### config.mk
export PLATFORM = sky130hd
export DESIGN_NAME = icol_blend
export DESIGN_NICKNAME = d
export VERILOG_FILES = /design/src/icol_pkg.sv /design/src/icol_blend.sv
export SDC_FILE = /design/constraint.sdc
export NUM_CORES = 1
export LEC_CHECK = 0
export BUFFER_PORTS_ARGS = -buffer_cell sky130_fd_sc_hd__buf_2
export CAP_MARGIN = 20
export CORE_ASPECT_RATIO = 0.5
export CORE_UTILIZATION = 30
export DETAILED_ROUTE_END_ITERATION = 7
export PLACE_DENSITY = 0.56
export RECOVER_POWER = 100
export SYNTH_ARGS = -nofsm -noshare
export SYNTH_HDL_FRONTEND = slang
export SYNTH_SLANG_ARGS = --single-unit
### constraint.sdc
create_clock -name clk -period 7.1 [get_ports clk]
set_input_delay 0.355 -clock clk [delete_from_list [all_inputs] [get_ports clk]]
set_output_delay 0.355 -clock clk [all_outputs]
set_load 0.05 [all_outputs]
### src/icol_pkg.sv
// shared constants, stage types and gradient tables for the iteration colorizer
package icol_pkg;

  localparam int STOP_COUNT = 12;
  localparam int SEG_W      = 4;
  localparam int T_W        = 16;
  localparam int F_W        = 17;
  localparam int SPAN_W     = 13;
  localparam int SQ_STAGES  = 16;
  localparam int DIV_STAGES = 16;
  localparam logic [15:0] LIMIT_RESET = 16'd255;

  typedef struct packed {
    logic        v;
    logic        blk;
    logic [7:0]  num;
    logic [7:0]  den;
    logic [15:0] x;
    logic [23:0] xd;
    logic [39:0] sq;
  } sq_stage_t;

  typedef struct packed {
    logic              v;
    logic              blk;
    logic [SEG_W-1:0]  seg;
    logic [SPAN_W-1:0] span;
    logic [SPAN_W-1:0] rem;
    logic [F_W-1:0]    q;
  } div_stage_t;

  // stop positions in q0.16, the last one is exactly 1.0
  function automatic logic [16:0] stop_pos(input logic [SEG_W-1:0] idx);
    logic [16:0] p;
    case (idx)
      4'd0:    p = 17'd0;
      4'd1:    p = 17'd1311;
      4'd2:    p = 17'd3277;
      4'd3:    p = 17'd6554;
      4'd4:    p = 17'd11796;
      4'd5:    p = 17'd18350;
      4'd6:    p = 17'd26214;
      4'd7:    p = 17'd34079;
      4'd8:    p = 17'd41943;
      4'd9:    p = 17'd49807;
      4'd10:   p = 17'd57672;
      4'd11:   p = 17'd65536;
      default: p = 17'd65536;
    endcase
    return p;
  endfunction

  // channel 0 red, 1 green, 2 blue
  function automatic logic [7:0] stop_rgb(input logic [SEG_W-1:0] idx, input logic [1:0] ch);
    logic [23:0] c;
    case (idx)
      4'd0:    c = {8'd0,   8'd0,   8'd0};
      4'd1:    c = {8'd26,  8'd7,   8'd25};
      4'd2:    c = {8'd120, 8'd30,  8'd15};
      4'd3:    c = {8'd200, 8'd80,  8'd30};
      4'd4:    c = {8'd230, 8'd160, 8'd20};
      4'd5:    c = {8'd180, 8'd220, 8'd30};
      4'd6:    c = {8'd80,  8'd235, 8'd120};
      4'd7:    c = {8'd60,  8'd240, 8'd245};
      4'd8:    c = {8'd35,  8'd180, 8'd255};
      4'd9:    c = {8'd60,  8'd100, 8'd255};
      4'd10:   c = {8'd170, 8'd70,  8'd255};
      4'd11:   c = {8'd255, 8'd120, 8'd210};
      default: c = 24'd0;
    endcase
    case (ch)
      2'd0:    return c[7:0];
      2'd1:    return c[15:8];
      2'd2:    return c[23:16];
      default: return 8'd0;
    endcase
  endfunction

endpackage

### src/icol_blend.sv
// two-stage linear blend between the segment's stop colors, round half up
module icol_blend (
  input  logic                 clk,
  input  logic                 rst_n,
  input  logic                 en,
  input  icol_pkg::div_stage_t head,
  output logic                 out_v,
  output logic [23:0]          out_rgb
);

  logic               mul_v_r;
  logic               mul_blk_r;
  logic [7:0]         base_r [3];
  logic signed [26:0] prod_r [3];
  logic               out_v_r;
  logic [7:0]         chan_r [3];

  for (genvar ch = 0; ch < 3; ch++) begin : g_lane
    logic [7:0]         a;
    logic [7:0]         b;
    logic signed [8:0]  diff;
    logic signed [26:0] prod_nxt;
    logic signed [26:0] sum;
    logic [7:0]         chan_nxt;

    assign a        = icol_pkg::stop_rgb(head.seg, 2'(ch));
    assign b        = icol_pkg::stop_rgb(head.seg + 4'd1, 2'(ch));
    assign diff     = $signed({1'b0, b}) - $signed({1'b0, a});
    assign prod_nxt = 27'(diff * $signed({1'b0, head.q}));
    // a*(1-f) + b*f == a + (b-a)*f, total stays non-negative
    assign sum      = $signed({3'd0, base_r[ch], 16'd0}) + prod_r[ch] + 27'sd32768;
    assign chan_nxt = mul_blk_r ? 8'd0 : sum[23:16];

    always_ff @(posedge clk) begin
      if (en) begin
        base_r[ch] <= a;
        prod_r[ch] <= prod_nxt;
        chan_r[ch] <= chan_nxt;
      end
    end
  end

  always_ff @(posedge clk) begin
    if (!rst_n) begin
      mul_v_r <= 1'b0;
      out_v_r <= 1'b0;
    end else if (en) begin
      mul_v_r <= head.v;
      out_v_r <= mul_v_r;
    end
    if (en) begin
      mul_blk_r <= head.blk;
    end
  end

  assign out_v   = out_v_r;
  assign out_rgb = {chan_r[2], chan_r[1], chan_r[0]};

endmodule

==> Word-level counts from Yosys, hierarchy flattened <==
Memories as Yosys holds them, arrays and structs flattened.
Cells that the tools add are included.
{ "totals": {"register_bits": 3, "latchBits": 0, "ramBits": 129, "romBits": 2304, "in_bits": 52, "memories": 9} }
{ "classes": {"n_addsub": 10, "mul": 3, "n_div": 0, "order_cmp": 0, "n_eq_ne": 0, "shift": 0, "n_mux": 5, "n_bitwise": 0, "n_reduce_logical": 0} }
{ "mem_list": {"columns": ["memory", "words", "width", "rd", "rd_clocked_by_memory_dff", "wr", "line", "source"], "rows": [
  ["(no name shown)", 16, 24, 1, 0, 0, "icol_pkg.sv:56", "case (idx)"],
  ["(no name shown)", 16, 24, 1, 0, 0, "icol_pkg.sv:56", null],
  ["(no name shown)", 16, 24, 1, 0, 0, "icol_pkg.sv:56", null],
  ["(no name shown)", 16, 24, 1, 0, 0, "icol_pkg.sv:56", null],
  ["(no name shown)", 16, 24, 1, 0, 0, "icol_pkg.sv:56", null],
  ["(no name shown)", 16, 24, 1, 0, 0, "icol_pkg.sv:56", null],
  ["3 more memories", null, null, null, null, null, null, null]
]} }
{ "ops": {"columns": ["operator", "count"], "rows": [
  ["$mul A9 B18 Y27", 3],
  ["$add A24 B17 Y24 const B", 3],
  ["$add A24 B24 Y24", 3],
  ["$sub A8 B8 Y9", 3],
  ["$mux W8", 3],
  ["$add A4 B1 Y4 const B", 1],
  ["$mux W1", 2]
]} }

==> Depth between registers and ports, before layout <==
An unclocked memory read counts as a cell.
{ "depth": {"depth_word": 4, "mapped_depth": 35, "ltp_nobuf": 32} }

==> Worst setup path after synthesis <==
No wires, ideal clock.
{ "synth_timing": {"path_kind": "input -> register", "from": "input port head[43] (netlist name)", "to": "memory prod_r[1][21], in the netlist prod_r[0][48], data pin", "setup_ps": 260, "arrival_time_ps": 7530, "t_required_ps": 6840, "setup_slack_ps": -690, "cell_stages": 30, "n_path_buf": 3, "path_cell_list": "ha_1 ha_1 clkbuf_1 inv_1 clkbuf_1 nor2_1 o31ai_1 nor2_1 ha_1 or3_1 o22ai_1 xor2_1 clkbuf_1 nand2b_1 fa_1 fa_1 inv_1 fa_1 fa_1 inv_1 fa_1 inv_1 ha_1 o21ai_0 nor2_1 o31a_1 o211ai_1 nand2_1 o31a_1 xor2_1"} }
{ "synth_rtl": {"columns": ["item", "line", "source"], "rows": [
  ["start, declared", "icol_blend.sv:6", "input icol_pkg::div_stage_t head,"],
  ["end, declared", "icol_blend.sv:14", "logic signed [26:0] prod_r [3];"]
]} }

==> summary.txt <==
status -> complete, no violations
post-detail-place hpwl -> 39.1 mm
RSZ-0062 raised after global routing -> true
CTS tree -> built
Total Wirelength -> 50.0 mm
compound-cell area share of the yosys netlist -> 8.03%
Final Max Slew Viols -> 0
endpoints failing setup -> 0
first-pass GRT wire length -> 80.0 mm
All-Layer GR Usage -> 16.3%
synthesis-to-finish area growth -> 20.5%
Area contributors post-synth -> fa_1 (35%), ha_1 (14%), edfxtp_1 (12%), and2_1 (7.2%), inv_1 (5.4%)
Max Clock Freq -> 143 MHz
adder-cell share of the synthesized area -> 49.4%
via/cell ratio -> 4.72
mapped cell area -> 0.0184 mm²
CP most frequent cell -> ha_4
Most used DFF post-synth -> edfxtp_1
total number of vias -> 14.0k
Startpoint Class -> primary input
final hold vios -> 0
DRC -> 0
xor/xnor share of the synthesized area -> 3.29%
post-synthesis register bit count -> 78
Req. time, crit path -> 7.21 ns
syn avg cell area -> 9.49 µm²
peak per-stage delay on the critical path -> 0.57 ns
Worst Hold Class -> primary input to register
TritonCTS buffer count -> 9
port bufs -> 50
crit path DAT -> 7.10 ns
DR iter-0 viols -> 888
share of the synthesized area in the top cell type -> 35.0%
Post-synth EDFFs -> 76
Final min period -> 6.98 ns
Die Footprint -> 0.0623 mm²
combinational family with the most area after synthesis -> adder cells
worst skew pair latency -> 0.36 ns
clock sink count -> 78
Routed Antenna Nets -> 0
global placement routability congestion -> 0.863
Worst R2R Path Depth -> 8
post-synthesis mux area share -> 0.504%
Non-Filler Instances -> 2961
Worst-path clk slew -> 0.07 ns
CP Capture Type -> register
vias in the first global route -> 14.6k
cell taking the most area after synthesis -> fa_1
Die Width -> 352 µm
Max Clock Skew -> 0.00969 ns
Placed Instances -> 2924
fill cell count -> 6100
DR pass1 iterations -> 5
# IOs -> 77
Max Buffers Root-to-Sink -> 2
Core ar. -> 0.0599 mm²
post-synthesis net count -> 2521
initial antenna violation count -> 1
root buf cell -> clkbuf_16
WS Path Type -> primary input to register
sequential cell area fraction in the yosys report -> 12.6%
CP max stage cell -> fa_1
initial core utilization -> 30.7%
Die Y -> 177 µm
Slew HR -> 33.6%
Tightest Pin Transition -> 0.995 ns
final core occ -> 37.0%
grt ovf -> 0
Hold Crit Depth -> 1
share of cells above drive strength 1 -> 20.2%
fin crit share -> 98.4%
Syn. warnings -> 0
Cell Rows -> 63
CP Max Fanout -> 8
Final nets -> 2729
maximum number of pins on one net before global-route repair -> 70
Syn Inst Count -> 1936
Distinct cells, synth -> 62
placed cell areas -> 0.0211 mm²
Post-synth ARST share -> 0%
cts hold-fix bufs -> 0
max-cap viol count -> 0
antenna cells -> 0
routed length per instance -> 16.9 µm
Setup TNS -> 0 ns
post-route design area -> 0.0221 mm²
Post-Synth Simple-Gate Area -> 18.9%
H-tree depth -> 3
[cells in the final DEF, fill, tap and decap left out, types with 46 or more instances in the layout]
cell / instances
and2_1: 211
buf_2: 46
nand2_1: 157
a21oi_1: 64
inv_1: 259
ha_1: 195
edfxtp_1: 76
fa_1: 312
nand2b_1: 64
nor2_1: 88
buf_4: 220
[cell type report]
| type | count | area (µm²) | area share [%] |
|---|---|---|---|
| clock inverter | 7 | 63.8 | 0.288 |
| multi-input combinational | 1504 | 15400 | 69.5 |
| tap | 812 | 1020 | 4.59 |
| inverter | 268 | 1020 | 4.62 |
| timing repair buffer | 283 | 2110 | 9.52 |
| sequential | 78 | 2320 | 10.5 |
| clock buffer | 9 | 225 | 1.02 |
[stage by stage]
stage	worst slack, ns	hold WS (ns)
after detailed placement	-0.446	0.514
after CTS	-0.000112	0.171
after global placement	-0.335	0.494
after global routing	-0.109	0.176
after floorplan	-0.0675	0.454
final	0.116	0.183
[synth_stat cells (all sizes together), types with 7 or more instances]
cell / instances
or3: 14
ha: 212
mux2i: 7
o21a: 15
nand2b: 65
xnor2: 45
a21oi: 77
fa: 321
clkbuf: 84
edfxtp: 76
nor2: 102
nor2b: 42
nand2: 164
and2: 212
nand3: 12
nor3: 21
inv: 266
o21ai: 58
a21o: 24
o31ai: 7
xor2: 19
[layer usage]
metal	GRT usage (%)	up-vias	part of all wire (%)
li1	-	6574	-
met1	23.7	7102	49
met2	26.3	270	45
met3	1.62	29	4.3
met4	2.93	0	1.3
met5	0	-	0
[critical path: cells and delay by family]
kind	cells	cell delay, ns
AO/OA/AOI/OAI	10	1.86
adder cells (fa/ha/maj)	9	3.31
buffers and inverters	5	0.65
AND/OR/NAND/NOR	6	0.76
XOR/XNOR	1	0.13
[cell families (layout without fill, tap and decap cells)]
group	after synthesis	count (layout)
simple gates	661	661
fa+ha+maj	533	533
buf+inv	354	567
compound gates	235	235
flops	78	78
xor+xnor	66	66
mux	9	9
[sequential cells by signal, indices dropped and copies added, names as in the netlist]
name,cells
prod_r,27
mul_blk_r,1
chan_r,24
mul_v_r,1
out_v,1
base_r,24
[final timing paths]
path            startpoint             to  slack (ns)
min reg2reg        mul_v_r        mul_v_r        0.53
max               head[43]  prod_r[0][74]        0.12
min               head[47]      mul_blk_r        0.18
max reg2reg  prod_r[0][44]  chan_r[0][15]        4.72
[timing repair]
action                     in CTS  in global routing
resized for setup               7                138
setup endpoints to repair       8                 23
pin swaps                       3                 88
setup buffers                   0                 22
Power is left out: the tool's default activity adds up to more than one toggle a clock period on the data nets, which glitch-free logic cannot reach.
