--- config.mk ---
export PLATFORM = sky130hd
export DESIGN_NAME = icol_div
export DESIGN_NICKNAME = d
export VERILOG_FILES = /design/src/icol_pkg.sv /design/src/icol_div.sv
export SDC_FILE = /design/constraint.sdc
export NUM_CORES = 1
export LEC_CHECK = 0
export BUFFER_PORTS_ARGS = -buffer_cell sky130_fd_sc_hd__buf_2
export CAP_MARGIN = 20
export CORE_UTILIZATION = 45
export DETAILED_ROUTE_END_ITERATION = 10
export MAX_ROUTING_LAYER = met4
export PLACE_DENSITY_LB_ADDON = 0.08
export SYNTH_ARGS = -nofsm -noshare
export SYNTH_HDL_FRONTEND = slang
export SYNTH_SLANG_ARGS = --single-unit
--- constraint.sdc ---
create_clock -name clk -period 10.8 [get_ports clk]
set_input_delay 2.16 -clock clk [delete_from_list [all_inputs] [get_ports clk]]
set_output_delay 2.16 -clock clk [all_outputs]
set_load 0.05 [all_outputs]
--- src/icol_pkg.sv ---
// shared constants, stage types and gradient tables for the iteration colorizer
package icol_pkg;

  localparam int STOP_COUNT = 12;
  localparam int SEG_W      = 4;
  localparam int T_W        = 16;
  localparam int F_W        = 17;
  localparam int SPAN_W     = 13;
  localparam int SQ_STAGES  = 16;
  localparam int DIV_STAGES = 16;
  localparam logic [15:0] LIMIT_RESET = 16'd255;

  typedef struct packed {
    logic        v;
    logic        blk;
    logic [7:0]  num;
    logic [7:0]  den;
    logic [15:0] x;
    logic [23:0] xd;
    logic [39:0] sq;
  } sq_stage_t;

  typedef struct packed {
    logic              v;
    logic              blk;
    logic [SEG_W-1:0]  seg;
    logic [SPAN_W-1:0] span;
    logic [SPAN_W-1:0] rem;
    logic [F_W-1:0]    q;
  } div_stage_t;

  // stop positions in q0.16, the last one is exactly 1.0
  function automatic logic [16:0] stop_pos(input logic [SEG_W-1:0] idx);
    logic [16:0] p;
    case (idx)
      4'd0:    p = 17'd0;
      4'd1:    p = 17'd1311;
      4'd2:    p = 17'd3277;
      4'd3:    p = 17'd6554;
      4'd4:    p = 17'd11796;
      4'd5:    p = 17'd18350;
      4'd6:    p = 17'd26214;
      4'd7:    p = 17'd34079;
      4'd8:    p = 17'd41943;
      4'd9:    p = 17'd49807;
      4'd10:   p = 17'd57672;
      4'd11:   p = 17'd65536;
      default: p = 17'd65536;
    endcase
    return p;
  endfunction

  // channel 0 red, 1 green, 2 blue
  function automatic logic [7:0] stop_rgb(input logic [SEG_W-1:0] idx, input logic [1:0] ch);
    logic [23:0] c;
    case (idx)
      4'd0:    c = {8'd0,   8'd0,   8'd0};
      4'd1:    c = {8'd26,  8'd7,   8'd25};
      4'd2:    c = {8'd120, 8'd30,  8'd15};
      4'd3:    c = {8'd200, 8'd80,  8'd30};
      4'd4:    c = {8'd230, 8'd160, 8'd20};
      4'd5:    c = {8'd180, 8'd220, 8'd30};
      4'd6:    c = {8'd80,  8'd235, 8'd120};
      4'd7:    c = {8'd60,  8'd240, 8'd245};
      4'd8:    c = {8'd35,  8'd180, 8'd255};
      4'd9:    c = {8'd60,  8'd100, 8'd255};
      4'd10:   c = {8'd170, 8'd70,  8'd255};
      4'd11:   c = {8'd255, 8'd120, 8'd210};
      default: c = 24'd0;
    endcase
    case (ch)
      2'd0:    return c[7:0];
      2'd1:    return c[15:8];
      2'd2:    return c[23:16];
      default: return 8'd0;
    endcase
  endfunction

endpackage

--- src/icol_div.sv ---
// segment select and pipelined restoring division for the local fraction
module icol_div (
  input  logic                 clk,
  input  logic                 rst_n,
  input  logic                 en,
  input  logic                 in_v,
  input  logic                 in_blk,
  input  logic [15:0]          in_t,
  output icol_pkg::div_stage_t tail
);

  icol_pkg::div_stage_t seg_r;
  icol_pkg::div_stage_t seg_nxt;
  icol_pkg::div_stage_t dv_r [icol_pkg::DIV_STAGES];

  always_comb begin
    logic [icol_pkg::SEG_W-1:0] seg;
    logic [16:0] left;
    logic [16:0] right;
    logic [16:0] d;
    logic [16:0] w;
    seg = 4'd10;
    for (int c = 10; c >= 0; c--) begin
      if ({1'b0, in_t} <= icol_pkg::stop_pos(4'(c + 1))) begin
        seg = 4'(c);
      end
    end
    left  = icol_pkg::stop_pos(seg);
    right = icol_pkg::stop_pos(seg + 4'd1);
    d     = {1'b0, in_t} - left;
    w     = right - left;
    seg_nxt.v    = in_v;
    seg_nxt.blk  = in_blk;
    seg_nxt.seg  = seg;
    seg_nxt.span = w[icol_pkg::SPAN_W-1:0];
    // t never exceeds the right stop, so the integer quotient bit is just d == span
    if (d == w) begin
      seg_nxt.rem = '0;
      seg_nxt.q   = 17'd1;
    end else begin
      seg_nxt.rem = d[icol_pkg::SPAN_W-1:0];
      seg_nxt.q   = 17'd0;
    end
  end

  always_ff @(posedge clk) begin
    if (!rst_n) begin
      seg_r.v <= 1'b0;
    end else if (en) begin
      seg_r.v <= seg_nxt.v;
    end
    if (en) begin
      seg_r.blk  <= seg_nxt.blk;
      seg_r.seg  <= seg_nxt.seg;
      seg_r.span <= seg_nxt.span;
      seg_r.rem  <= seg_nxt.rem;
      seg_r.q    <= seg_nxt.q;
    end
  end

  for (genvar s = 0; s < icol_pkg::DIV_STAGES; s++) begin : g_stage
    icol_pkg::div_stage_t cur;
    icol_pkg::div_stage_t nxt;
    logic [icol_pkg::SPAN_W:0] r2;

    if (s == 0) begin : g_first
      assign cur = seg_r;
    end else begin : g_rest
      assign cur = dv_r[s-1];
    end

    assign r2 = {cur.rem, 1'b0};

    always_comb begin
      nxt = cur;
      if (r2 >= {1'b0, cur.span}) begin
        nxt.rem = icol_pkg::SPAN_W'(r2 - {1'b0, cur.span});
        nxt.q   = {cur.q[icol_pkg::F_W-2:0], 1'b1};
      end else begin
        nxt.rem = r2[icol_pkg::SPAN_W-1:0];
        nxt.q   = {cur.q[icol_pkg::F_W-2:0], 1'b0};
      end
    end

    always_ff @(posedge clk) begin
      if (!rst_n) begin
        dv_r[s].v <= 1'b0;
      end else if (en) begin
        dv_r[s].v <= nxt.v;
      end
      if (en) begin
        dv_r[s].blk  <= nxt.blk;
        dv_r[s].seg  <= nxt.seg;
        dv_r[s].span <= nxt.span;
        dv_r[s].rem  <= nxt.rem;
        dv_r[s].q    <= nxt.q;
      end
    end
  end

  assign tail = dv_r[icol_pkg::DIV_STAGES-1];

endmodule

; ---- Word level (Yosys, flattened, before mapping)
; Memory sizes are Yosys's and may differ from the RTL's.
; Index checks and enable logic that the tools add are counted.
[totals]
output_inout_bits = 49
ram_bits = 784
elab_cells = 119
rom_bits = 544
mem_count = 3
ff_bits = 33
in_bits = 21
[mem_list]
columns = name, words, word_bits, read_ports, rd_ports_with_merged_regs, wr, line
row1 = dv_r, 16, 49, 16, 0, 16, icol_div.sv:14  ; icol_pkg::div_stage_t dv_r [icol_pkg::DIV_STAGES];
row2 = (no name shown), 16, 17, 1, 0, 0, icol_pkg.sv:35  ; case (idx)
row3 = (no name shown), 16, 17, 1, 0, 0, icol_pkg.sv:35
[classes]
mux = 48
bitwise_logic = 16
magnitude_cmp = 26
addsub = 19
n_eq_ne = 1
[ops]
columns = operator, n
row1 = 30-bit 2-to-1 mux, 16
row2 = 14-bit by 13-bit >= comparator with 1-bit output, 16
row3 = 13-bit subtractor, 16
row4 = "16-bit <= comparator, second input constant", 4
row5 = 4-bit 2-to-1 mux, 9
row6 = "16-bit by 15-bit <= comparator with 1-bit output, second input constant", 2
row7 = 1-bit 2-to-1 mux, 22
row8 = 17-bit == test, 1
row9 = 16-bit by 17-bit subtractor with 17-bit output, 1
row10 = 17-bit subtractor, 1
row11 = "16-bit by 11-bit <= comparator with 1-bit output, second input constant", 1
row12 = "16-bit by 12-bit <= comparator with 1-bit output, second input constant", 1
row13 = "16-bit by 13-bit <= comparator with 1-bit output, second input constant", 1
row14 = "16-bit by 14-bit <= comparator with 1-bit output, second input constant", 1
row15 = 1-bit bitwise OR, 16
row16 = "4-bit by 1-bit adder with 4-bit output, second input constant", 1
row17 = 2-bit 2-to-1 mux, 1

; ---- Depth between registers and ports, before layout
; Gate-level depths: netlist (run 1).
; An unclocked memory read counts as a cell.
[depth]
depth_word = 16
ltp_mapped = 31
mapped_depth_nobuf = 27

; ---- Worst setup path after synthesis (run 1)
; OpenSTA, ideal clock, no wires.
[synth_timing]
path_kind = input to register
start = input port in_t[13]
end = register seg_r, in the netlist g_stage[0].cur[22], data pin
t_arrival_ns = 8.129
setup_time_ns = 0.261
stages = 27
t_required_ns = 10.539
slack_ns = 2.410
path_buffers = 3
path_cell_list = buf_4 -> nand2b_4 -> or4b_1 -> or2_1 -> a31o_1 -> a211o_1 -> and2_1 -> buf_6 -> inv_1 -> ha_1 -> inv_1 -> o311ai_0 -> ha_1 -> inv_1 -> fa_1 -> a211oi_1 -> o21bai_1 -> a2111oi_0 -> a211oi_1 -> or2_2 -> a221o_1 -> xor2_1 -> xnor3_1 -> nor4b_2 -> and4b_2 -> buf_6 -> nor2_1
[synth_rtl]
columns = element, line
row1 = from (decl), icol_div.sv:8  ; input logic [15:0] in_t,
row2 = to (decl), icol_div.sv:12  ; icol_pkg::div_stage_t seg_r;

==> results.cfg, run 1 <==
[clocking]
cts.sinks = 697
ctsResizeCount = 0
tritoncts = done
cts_hold_buf = 0
cts_max_level = 3
clock_latency_ns = 0.62
cts_root_buffer = clkbuf_16
cts_setup_buffers = 0
cts_made_buffers = 78
clockBufferDepth = 3
clk_pin_slew_ns = 0.06

[floorplan]
rows = 102
die_w_um = 282
start_util_pct = 45.5
ios = 70
coreArea_um2 = 77500
die_h_um = 282
die-area_um2 = 79400

[synthesis]
yosys_warnings = 0
ys_ff_latch = 697
synthCells = 2855
synth_area_um2 = 35200
yosysMostFrequentCell = edfxtp_1
synth_top_area_share_pct = 59.2
synth_commonest_cells = edfxtp_1 (695), inv_1 (302), nand2_1 (260)
synth_cell_type_count = 75
avgSynthCellArea_um2 = 12.3
synth_nets = 3143
synth_ff_type = edfxtp_1
synth.top_cells.by_area = edfxtp_1 (59%), ha_1 (8.8%), o21ai_0 (3.6%)
synthArstFlopShare_pct = 0
synth_edf_count = 695
yosysTopAreaCell = edfxtp_1
synth-seq-area-share_pct = 59.3

[worst_setup_path]
required_ns = 11.13
critical_path_class = in2reg
worstPathMaxFanout = 14
start_kind = input port
cp-end-kind = register
critPathArrivalTime_ns = 9.32

[finish]
syn2layout_area_growth_pct = 11.9
drive_above_1_share_pct = 9.79
fin_area_um2 = 39400
layout.nets = 3217
fillers = 6744
diodes = 0

[timing]
finalCriticalPeriod_ns = 8.99
worst_pin_slew_ns = 0.987
rsz0062_at_grt = no
final_hold_viol_count = 0
finalClockSkew_ns = 0.0279
fin_crit_sh_pct = 83.2
setup_viol = 0
holdWs_ns = 0.409
slew_headroom_pct = 34.2
fin_tns_setup_ns = 0
slew_viol_final = 0
maxClockFrequency_mhz = 111

[detailed_routing]
wirelength_um = 72400
firstDrtPassIters = 5
vias = 21100
wl_per_cell_um = 17.9
drtIter0Drc = 1238
post_drt_via_cell_ratio = 5.22
postRouteAntennaNets = 0
drcViolationCount = 0

[global_routing]
grtUsageTotal_pct = 19.1
grt_pass1_wl_um = 115000
antenna_found_initial = 0
grt-ovfl-total = 0
grt_pass1_vias = 21300
grt_max_degree = 171

[power]
p_leak_nw = 16.1
ir_drop_v = 0.000147
power.density_nw_per_um2 = 288

[placed_design]
port_buffers = 69
dp_hpwl_um = 53100
gp_congestion = 0.863
placed_area_um2 = 36600

[worst_hold_path]
hp-class = reg2reg

[job]
drv_cap = 0

[run_status]
outcome = completed
==> area by class of cell <==
| cell class | count | area, um2 | share of cell area (%) |
|---|---|---|---|
| tap | 1040 | 1300 | 3.30 |
| clock buffer | 91 | 2020 | 5.13 |
| timing repair buffer | 93 | 561 | 1.42 |
| multi-input combinational | 1756 | 12700 | 32.2 |
| sequential | 697 | 20900 | 53.0 |
| inverter | 303 | 1140 | 2.88 |
| clock inverter | 53 | 810 | 2.05 |
==> kinds of logic after synthesis <==
kind of cell / count (synthesis) / share of synthesized area, %
xor gates and xnor gates: 176 / 4.47
and+or+nand+nor: 609 / 8.17
adders and majority gates: 267 / 9.86
DFF: 697 / 59.3
buffers and inverters: 402 / 4.86
muxes: 51 / 1.60
AOI/OAI and AO/OA: 653 / 11.7
==> per-layer routing <==
| layer | GRT usage (%) | vias up | wire (um) |
|---|---|---|---|
| met3 | 3.01 | 155 | 2150 |
| met4 | 7.09 | 0 | 2630 |
| met2 | 33.4 | 302 | 37100 |
| met1 | 22.0 | 10200 | 30500 |
| li1 | - | 10400 | - |
| met5 | - | - | 0 |
==> worst paths after layout <==
check	endpoint	depth (start not counted)	slack, ns	startpoint
min reg2reg	dv_r[1][291]	0	0.41	dv_r[1][242]
max reg2reg	dv_r[0][266]	13	6.88	dv_r[0][214]
min	dv_r[1][291]	0	0.41	dv_r[1][242]
max	g_stage[0].cur[19]	28	1.81	in_t[10]
==> power breakdown <==
group          total [mW]  switching (mW)  internal (mW)
Clock                2.88            1.07           1.81
Sequential           4.26           0.345           3.92
Combinational        4.20            2.43           1.77
==> through the flow <==
| stage | power, mW | util, % | setup WS, ns | std cells |
|---|---|---|---|---|
| 6_report | 11.3 | 50.9 | 1.81 | 4033 |
| 5_1_grt | 12.1 | 50.9 | 1.05 | 4033 |
| 4_1_cts | 11.5 | 50.9 | 1.85 | 4033 |
| 3_5_place_dp | 8.53 | 47.2 | 1.25 | 3889 |
| 3_3_place_gp | 8.47 | 47.2 | 1.44 | 3889 |
| 2_1_floorplan | 7.38 | - | 2.41 | 2855 |
==> flip-flops by register name, indices dropped and copies added (netlist names) <==
register	count
dv_r	664
g_stage.cur	33
==> placed cells by master, fill, tap and decap left out, types with 6 or more instances in the layout <==
| cell type | n |
|---|---|
| buf_4 | 22 |
| buf_2 | 68 |
| edfxtp_1 | 695 |
| clkinv_1 | 10 |
| nand2_1 | 260 |
| a31oi_1 | 11 |
| clkinv_2 | 15 |
| a221oi_1 | 13 |
| o21ai_0 | 255 |
| a211oi_2 | 12 |
| a41oi_1 | 14 |
| o21a_1 | 29 |
| a211oi_1 | 11 |
| a21boi_0 | 33 |
| fa_1 | 18 |
| nor3_1 | 23 |
| nand3_1 | 13 |
| inv_1 | 302 |
| a21oi_1 | 91 |
| and2_1 | 6 |
| o31ai_1 | 37 |
| clkbuf_16 | 79 |
| clkbuf_1 | 12 |
| mux2i_1 | 7 |
| or2_2 | 10 |
| and3_1 | 20 |
| bufinv_16 | 19 |
| xnor2_1 | 93 |
| ha_1 | 249 |
| xor2_1 | 80 |
| nor2_1 | 115 |
| a21o_1 | 95 |
| nand2b_1 | 46 |
| nand4_1 | 36 |
| nor2b_1 | 57 |
| mux2_2 | 44 |
| o21bai_1 | 10 |
==> critical path, cell delays in order <==
cell,delay [ns]
buf_2,0.19
nor3_1,0.41
nand2b_1,0.12
o221ai_2,0.26
clkinv_1,0.27
o21ai_0,0.38
a21oi_1,0.23
or2_2,0.38
inv_1,0.26
ha_1,0.32
inv_1,0.07
o311ai_0,0.46
buf_4,0.23
ha_1,0.14
inv_1,0.05
fa_1,0.40
a211oi_1,0.40
o21bai_1,0.15
a2111oi_0,0.42
a211oi_1,0.15
a41oi_1,0.33
xnor2_1,0.28
nor2_1,0.09
a31oi_1,0.16
o211ai_1,0.11
nor4_1,0.35
and4b_2,0.46
nor2_1,0.07
(Power assumes the default switching activity.)
==> run 2: changes to the inputs <==
==> constraint.sdc (replaced) <==
create_clock -name clk -period 9.2 [get_ports clk]
set_input_delay 1.84 -clock clk [delete_from_list [all_inputs] [get_ports clk]]
set_output_delay 1.84 -clock clk [all_outputs]
set_load 0.05 [all_outputs]
==> run 2 against run 1 <==
Register-to-register slack worse by 1.7 ns. Final cell count is 0.35% higher. Utilization shrank 0.13 points. Die area is the same. Clock-buffer cell count down 1. Critical path depth shrank 2. Combinational power rose by 18%. Routed wire length is 0.34% higher. Largest power group unchanged.
==> results.cfg, run 2 (synthesis gave the netlist of run 1 again) <==
[detailed_routing]
wirelength_um = 72600
drcViolationCount = 0
firstDrtPassIters = 5
postRouteAntennaNets = 0
wl_per_cell_um = 17.9
post_drt_via_cell_ratio = 5.20
vias = 21000
drtIter0Drc = 1262

[timing]
rsz0062_at_grt = no
slew_headroom_pct = 26.6
slew_viol_final = 0
worst_pin_slew_ns = 1.10
finalCriticalPeriod_ns = 7.89
maxClockFrequency_mhz = 127
fin_tns_setup_ns = 0
setup_viol = 0
finalClockSkew_ns = 0.0252
fin_crit_sh_pct = 85.8
final_hold_viol_count = 0

[power]
ir_drop_v = 0.000160
p_leak_nw = 16.0
total_power_mw = 13.1
power.density_nw_per_um2 = 333

[floorplan]
start_util_pct = 45.5
coreArea_um2 = 77500
die_h_um = 282
ios = 70
rows = 102
die-area_um2 = 79400
die_w_um = 282

[global_routing]
grt_pass1_wl_um = 116000
grt_pass1_vias = 21300
antenna_found_initial = 0
grt-ovfl-total = 0
grtUsageTotal_pct = 19.2
grt_max_degree = 199

[placed_design]
gp_congestion = 0.879
dp_hpwl_um = 53100
port_buffers = 69

[clocking]
tritoncts = done
clock_latency_ns = 0.62
cts_hold_buf = 0
cts_setup_buffers = 0
clk_pin_slew_ns = 0.06
cts_max_level = 3
cts.sinks = 697
ctsResizeCount = 0
cts_root_buffer = clkbuf_16
clockBufferDepth = 3
cts_made_buffers = 78

[finish]
regMostFlops = dv_r
diodes = 0
syn2layout_area_growth_pct = 11.6
drive_above_1_share_pct = 10.1
fillers = 6667
final_common_cell = edfxtp_1
multiInputGateArea_um2 = 12700
layout.nets = 3233
final_cell_mix = edfxtp_1 (695), inv_1 (302), nand2_1 (260)
largest_reg_flops = 664
seqCellArea_um2 = 20900

[worst_setup_path]
cp-end-kind = register
cpMostUsedCell = inv_1
cpPeakStageDelay_ns = 0.46
worstPathMaxFanout = 14
start_kind = input port
critPathArrivalTime_ns = 8.25
required_ns = 9.55
critical_path_class = in2reg
worst_path_max_delay_cell = and4b_2

[job]
drv_cap = 0

[run_status]
outcome = completed

[worst_hold_path]
hp-class = reg2reg
==> run 2: cell count changes in the layout (fill, tap and decap cells not counted) <==
cell        previous run  this run
buf_4                 22        38
bufinv_16             19        10
clkbuf_1              12        11
clkinv_1              10        13
clkinv_2              15        14
clkinv_4               0         2
clkinv_8               3         1
clkinvlp_4             3         5
inv_16                 0         1
inv_6                  2         5
==> run 2: where the power goes <==
group	internal, mW	switching (mW)
clock network	1.87	1.27
registers	4.60	0.400
logic	2.10	2.85
total	8.57	4.52
==> run 2: stage by stage <==
step / instances / instance area [um2] / hold slack, ns / utilization (%) / setup slack [ns]
2_1_floorplan: 2855 / 35200 / 0.400 / - / 1.13
3_3_place_gp: 3905 / 36700 / 0.400 / 47.4 / 0.829
3_5_place_dp: 3905 / 36700 / 0.405 / 47.4 / 0.762
4_1_cts: 4047 / 39300 / 0.388 / 50.8 / 1.40
5_1_grt: 4047 / 39300 / 0.406 / 50.8 / 0.761
6_report: 4047 / 39300 / 0.395 / 50.8 / 1.31
==> run 2: worst max-delay path: cells and delay by family <==
family / cells / cell delay [ns]
compound gates: 9 / 2.58
simple gates: 7 / 1.98
fa+ha+maj: 3 / 0.82
buf+inv: 5 / 0.61
xor+xnor: 2 / 0.41
==> run 2: path summary, 6_finish.rpt <==
path,cells after the start,start,slack (ns),end
worst min register to register,0,dv_r[1][256],0.39,dv_r[1][306]
worst min-delay path,0,dv_r[1][256],0.39,dv_r[1][306]
worst max register to register,14,dv_r[1][179],5.20,dv_r[1][217]
worst max-delay path,26,in_t[4],1.31,g_stage[0].cur[18]
==> run 2: per-layer routing <==
metal	track usage, %	up-vias	share of wire [%]
li1	-	10500	-
met1	22.4	10200	43
met2	34.0	294	52
met3	2.74	94	3.1
met4	5.92	0	2.4
met5	-	-	0
==> run 2: cell type report <==
| cell class | count | share of cell area, % |
|---|---|---|
| Sequential cell | 697 | 53.2 |
| Multi-Input combinational cell | 1756 | 32.3 |
| Clock buffer | 90 | 5.13 |
| Tap cell | 1040 | 3.31 |
| Inverter | 303 | 2.89 |
| Timing Repair Buffer | 109 | 1.73 |
| Clock inverter | 52 | 1.50 |
==> run 3: changes to the inputs <==
--- a/config.mk
+++ b/config.mk
@@ -5,7 +5,7 @@
 export SDC_FILE = /design/constraint.sdc
 export NUM_CORES = 1
 export LEC_CHECK = 0
-export BUFFER_PORTS_ARGS = -buffer_cell sky130_fd_sc_hd__buf_2
+export BUFFER_PORTS_ARGS = -buffer_cell sky130_fd_sc_hd__buf_4
 export CAP_MARGIN = 20
 export CORE_UTILIZATION = 45
 export DETAILED_ROUTE_END_ITERATION = 10
==> run 3 against run 2 <==
Flip-flop and latch count is the same. Clock-buffer cell count grew 8. Via count grew 0.77%. Largest cell class unchanged. Highest routed layer unchanged.
==> results.cfg, run 3 (synthesis gave the netlist of run 1 again) <==
[timing]
maxClockFrequency_mhz = 124
rsz0062_at_grt = no
finalCriticalPeriod_ns = 8.08
worst_pin_slew_ns = 1.17
setup_viol = 0
slew_viol_final = 0
fin_tns_setup_ns = 0
holdWs_ns = 0.385
slew_headroom_pct = 22.1
fin_crit_sh_pct = 87.9
final_hold_viol_count = 0
setup_ws_ns = 1.12
finalClockSkew_ns = 0.0380

[finish]
fillers = 6754
regMostFlops = dv_r
syn2layout_area_growth_pct = 11.5
post-route-util_pct = 50.7
final_cell_mix = edfxtp_1 (695), inv_1 (302), nand2_1 (260)
fin_area_um2 = 39300
fin_cells = 4034
layout.nets = 3226
drive_above_1_share_pct = 9.55
final_common_cell = edfxtp_1
diodes = 0
largest_reg_flops = 664

[placed_design]
placed_cells = 3898
gp_congestion = 0.882
placed_area_um2 = 36800
dp_hpwl_um = 52800
dp_slack_ns = 0.656
port_buffers = 69

[detailed_routing]
postRouteAntennaNets = 0
post_drt_via_cell_ratio = 5.25
drtIter0Drc = 1210
wl_per_cell_um = 17.9
vias = 21200
wirelength_um = 72400
firstDrtPassIters = 5
drcViolationCount = 0

[floorplan]
die_h_um = 282
rows = 102
die-area_um2 = 79400
ios = 70
start_util_pct = 45.5
die_w_um = 282
coreArea_um2 = 77500

[worst_setup_path]
worst_path_max_delay_cell = a2111oi_0
required_ns = 9.56
r2r-end = dv_r[0][273]
ff2ff_path_depth = 13
r2r_slack_ns = 5.08
cp-end-kind = register
start_kind = input port
cpPeakStageDelay_ns = 0.49
r2r_start = dv_r[0][214]
critPathArrivalTime_ns = 8.45
worstPathMaxFanout = 14
critical_path_class = in2reg

[power]
power.density_nw_per_um2 = 330
p_leak_nw = 16.0
ir_drop_v = 0.000232
total_power_mw = 13.0

[global_routing]
grt_most_used_layer = met2
grtUsageTotal_pct = 19.2
grt_use_met3_pct = 2.65
grt_pass1_wl_um = 116000
antenna_found_initial = 0
grt_max_degree = 192
gr-usage-met1_pct = 22.4
met2_usage_pct = 33.7
grt-ovfl-total = 0
grt_pass1_vias = 21600

[clocking]
cts_root_buffer = clkbuf_16
clockBufferDepth = 3
cts_max_level = 3
cts_hold_buf = 0
cts_made_buffers = 78
tritoncts = done
clock_latency_ns = 0.63
ctsResizeCount = 0
cts.sinks = 697
clk_pin_slew_ns = 0.06
cts_setup_buffers = 0

[worst_hold_path]
hold_path_end = dv_r[0][388]
hp-class = reg2reg
min-delay-start = dv_r[0][339]
whs_path_depth = 0

[job]
drv_cap = 0

[run_status]
outcome = completed
[run 3: power breakdown]
| part | switching [mW] | leakage (nW) | internal (mW) |
|---|---|---|---|
| combinational | 2.84 | 7.94 | 2.11 |
| sequential | 0.405 | 6.84 | 4.60 |
| clock | 1.27 | 1.20 | 1.74 |
| total | 4.52 | 16.0 | 8.45 |
[run 3: worst max-delay path: cells and delay by family]
kind	cells	cell delay, ns
and+or+nand+nor	7	1.78
adders and majority gates	3	0.81
buffers and inverters	7	1.04
AOI/OAI and AO/OA	11	2.68
xor gates and xnor gates	1	0.27
[run 3: layer usage]
metal	vias to the layer above	share of wire, %
li1	10400	-
met1	10300	42
met2	371	52
met3	132	3.3
met4	0	2.9
met5	-	0
[run 3: how the worst max path moves through the flow]
| stage | endpoint | cells after the start | start |
|---|---|---|---|
| 6_report | g_stage[0].cur[23] | 29 | in_t[10] |
| 5_1_grt | g_stage[0].cur[23] | 29 | in_t[10] |
| 4_1_cts | g_stage[0].cur[21] | 29 | in_t[10] |
| 3_5_place_dp | g_stage[0].cur[21] | 28 | in_t[10] |
| 3_3_place_gp | g_stage[0].cur[29] | 29 | in_t[10] |
| 2_1_floorplan | g_stage[0].cur[22] | 27 | in_t[13] |
[run 3: layout make-up]
class | count | area, um2 | share of cell area [%]
inverter | 303 | 1140 | 2.89
multi-input combinational | 1756 | 12700 | 32.3
tap | 1040 | 1300 | 3.31
sequential | 697 | 20900 | 53.2
clock inverter | 38 | 420 | 1.07
timing repair buffer | 102 | 798 | 2.03
clock buffer | 98 | 2050 | 5.21
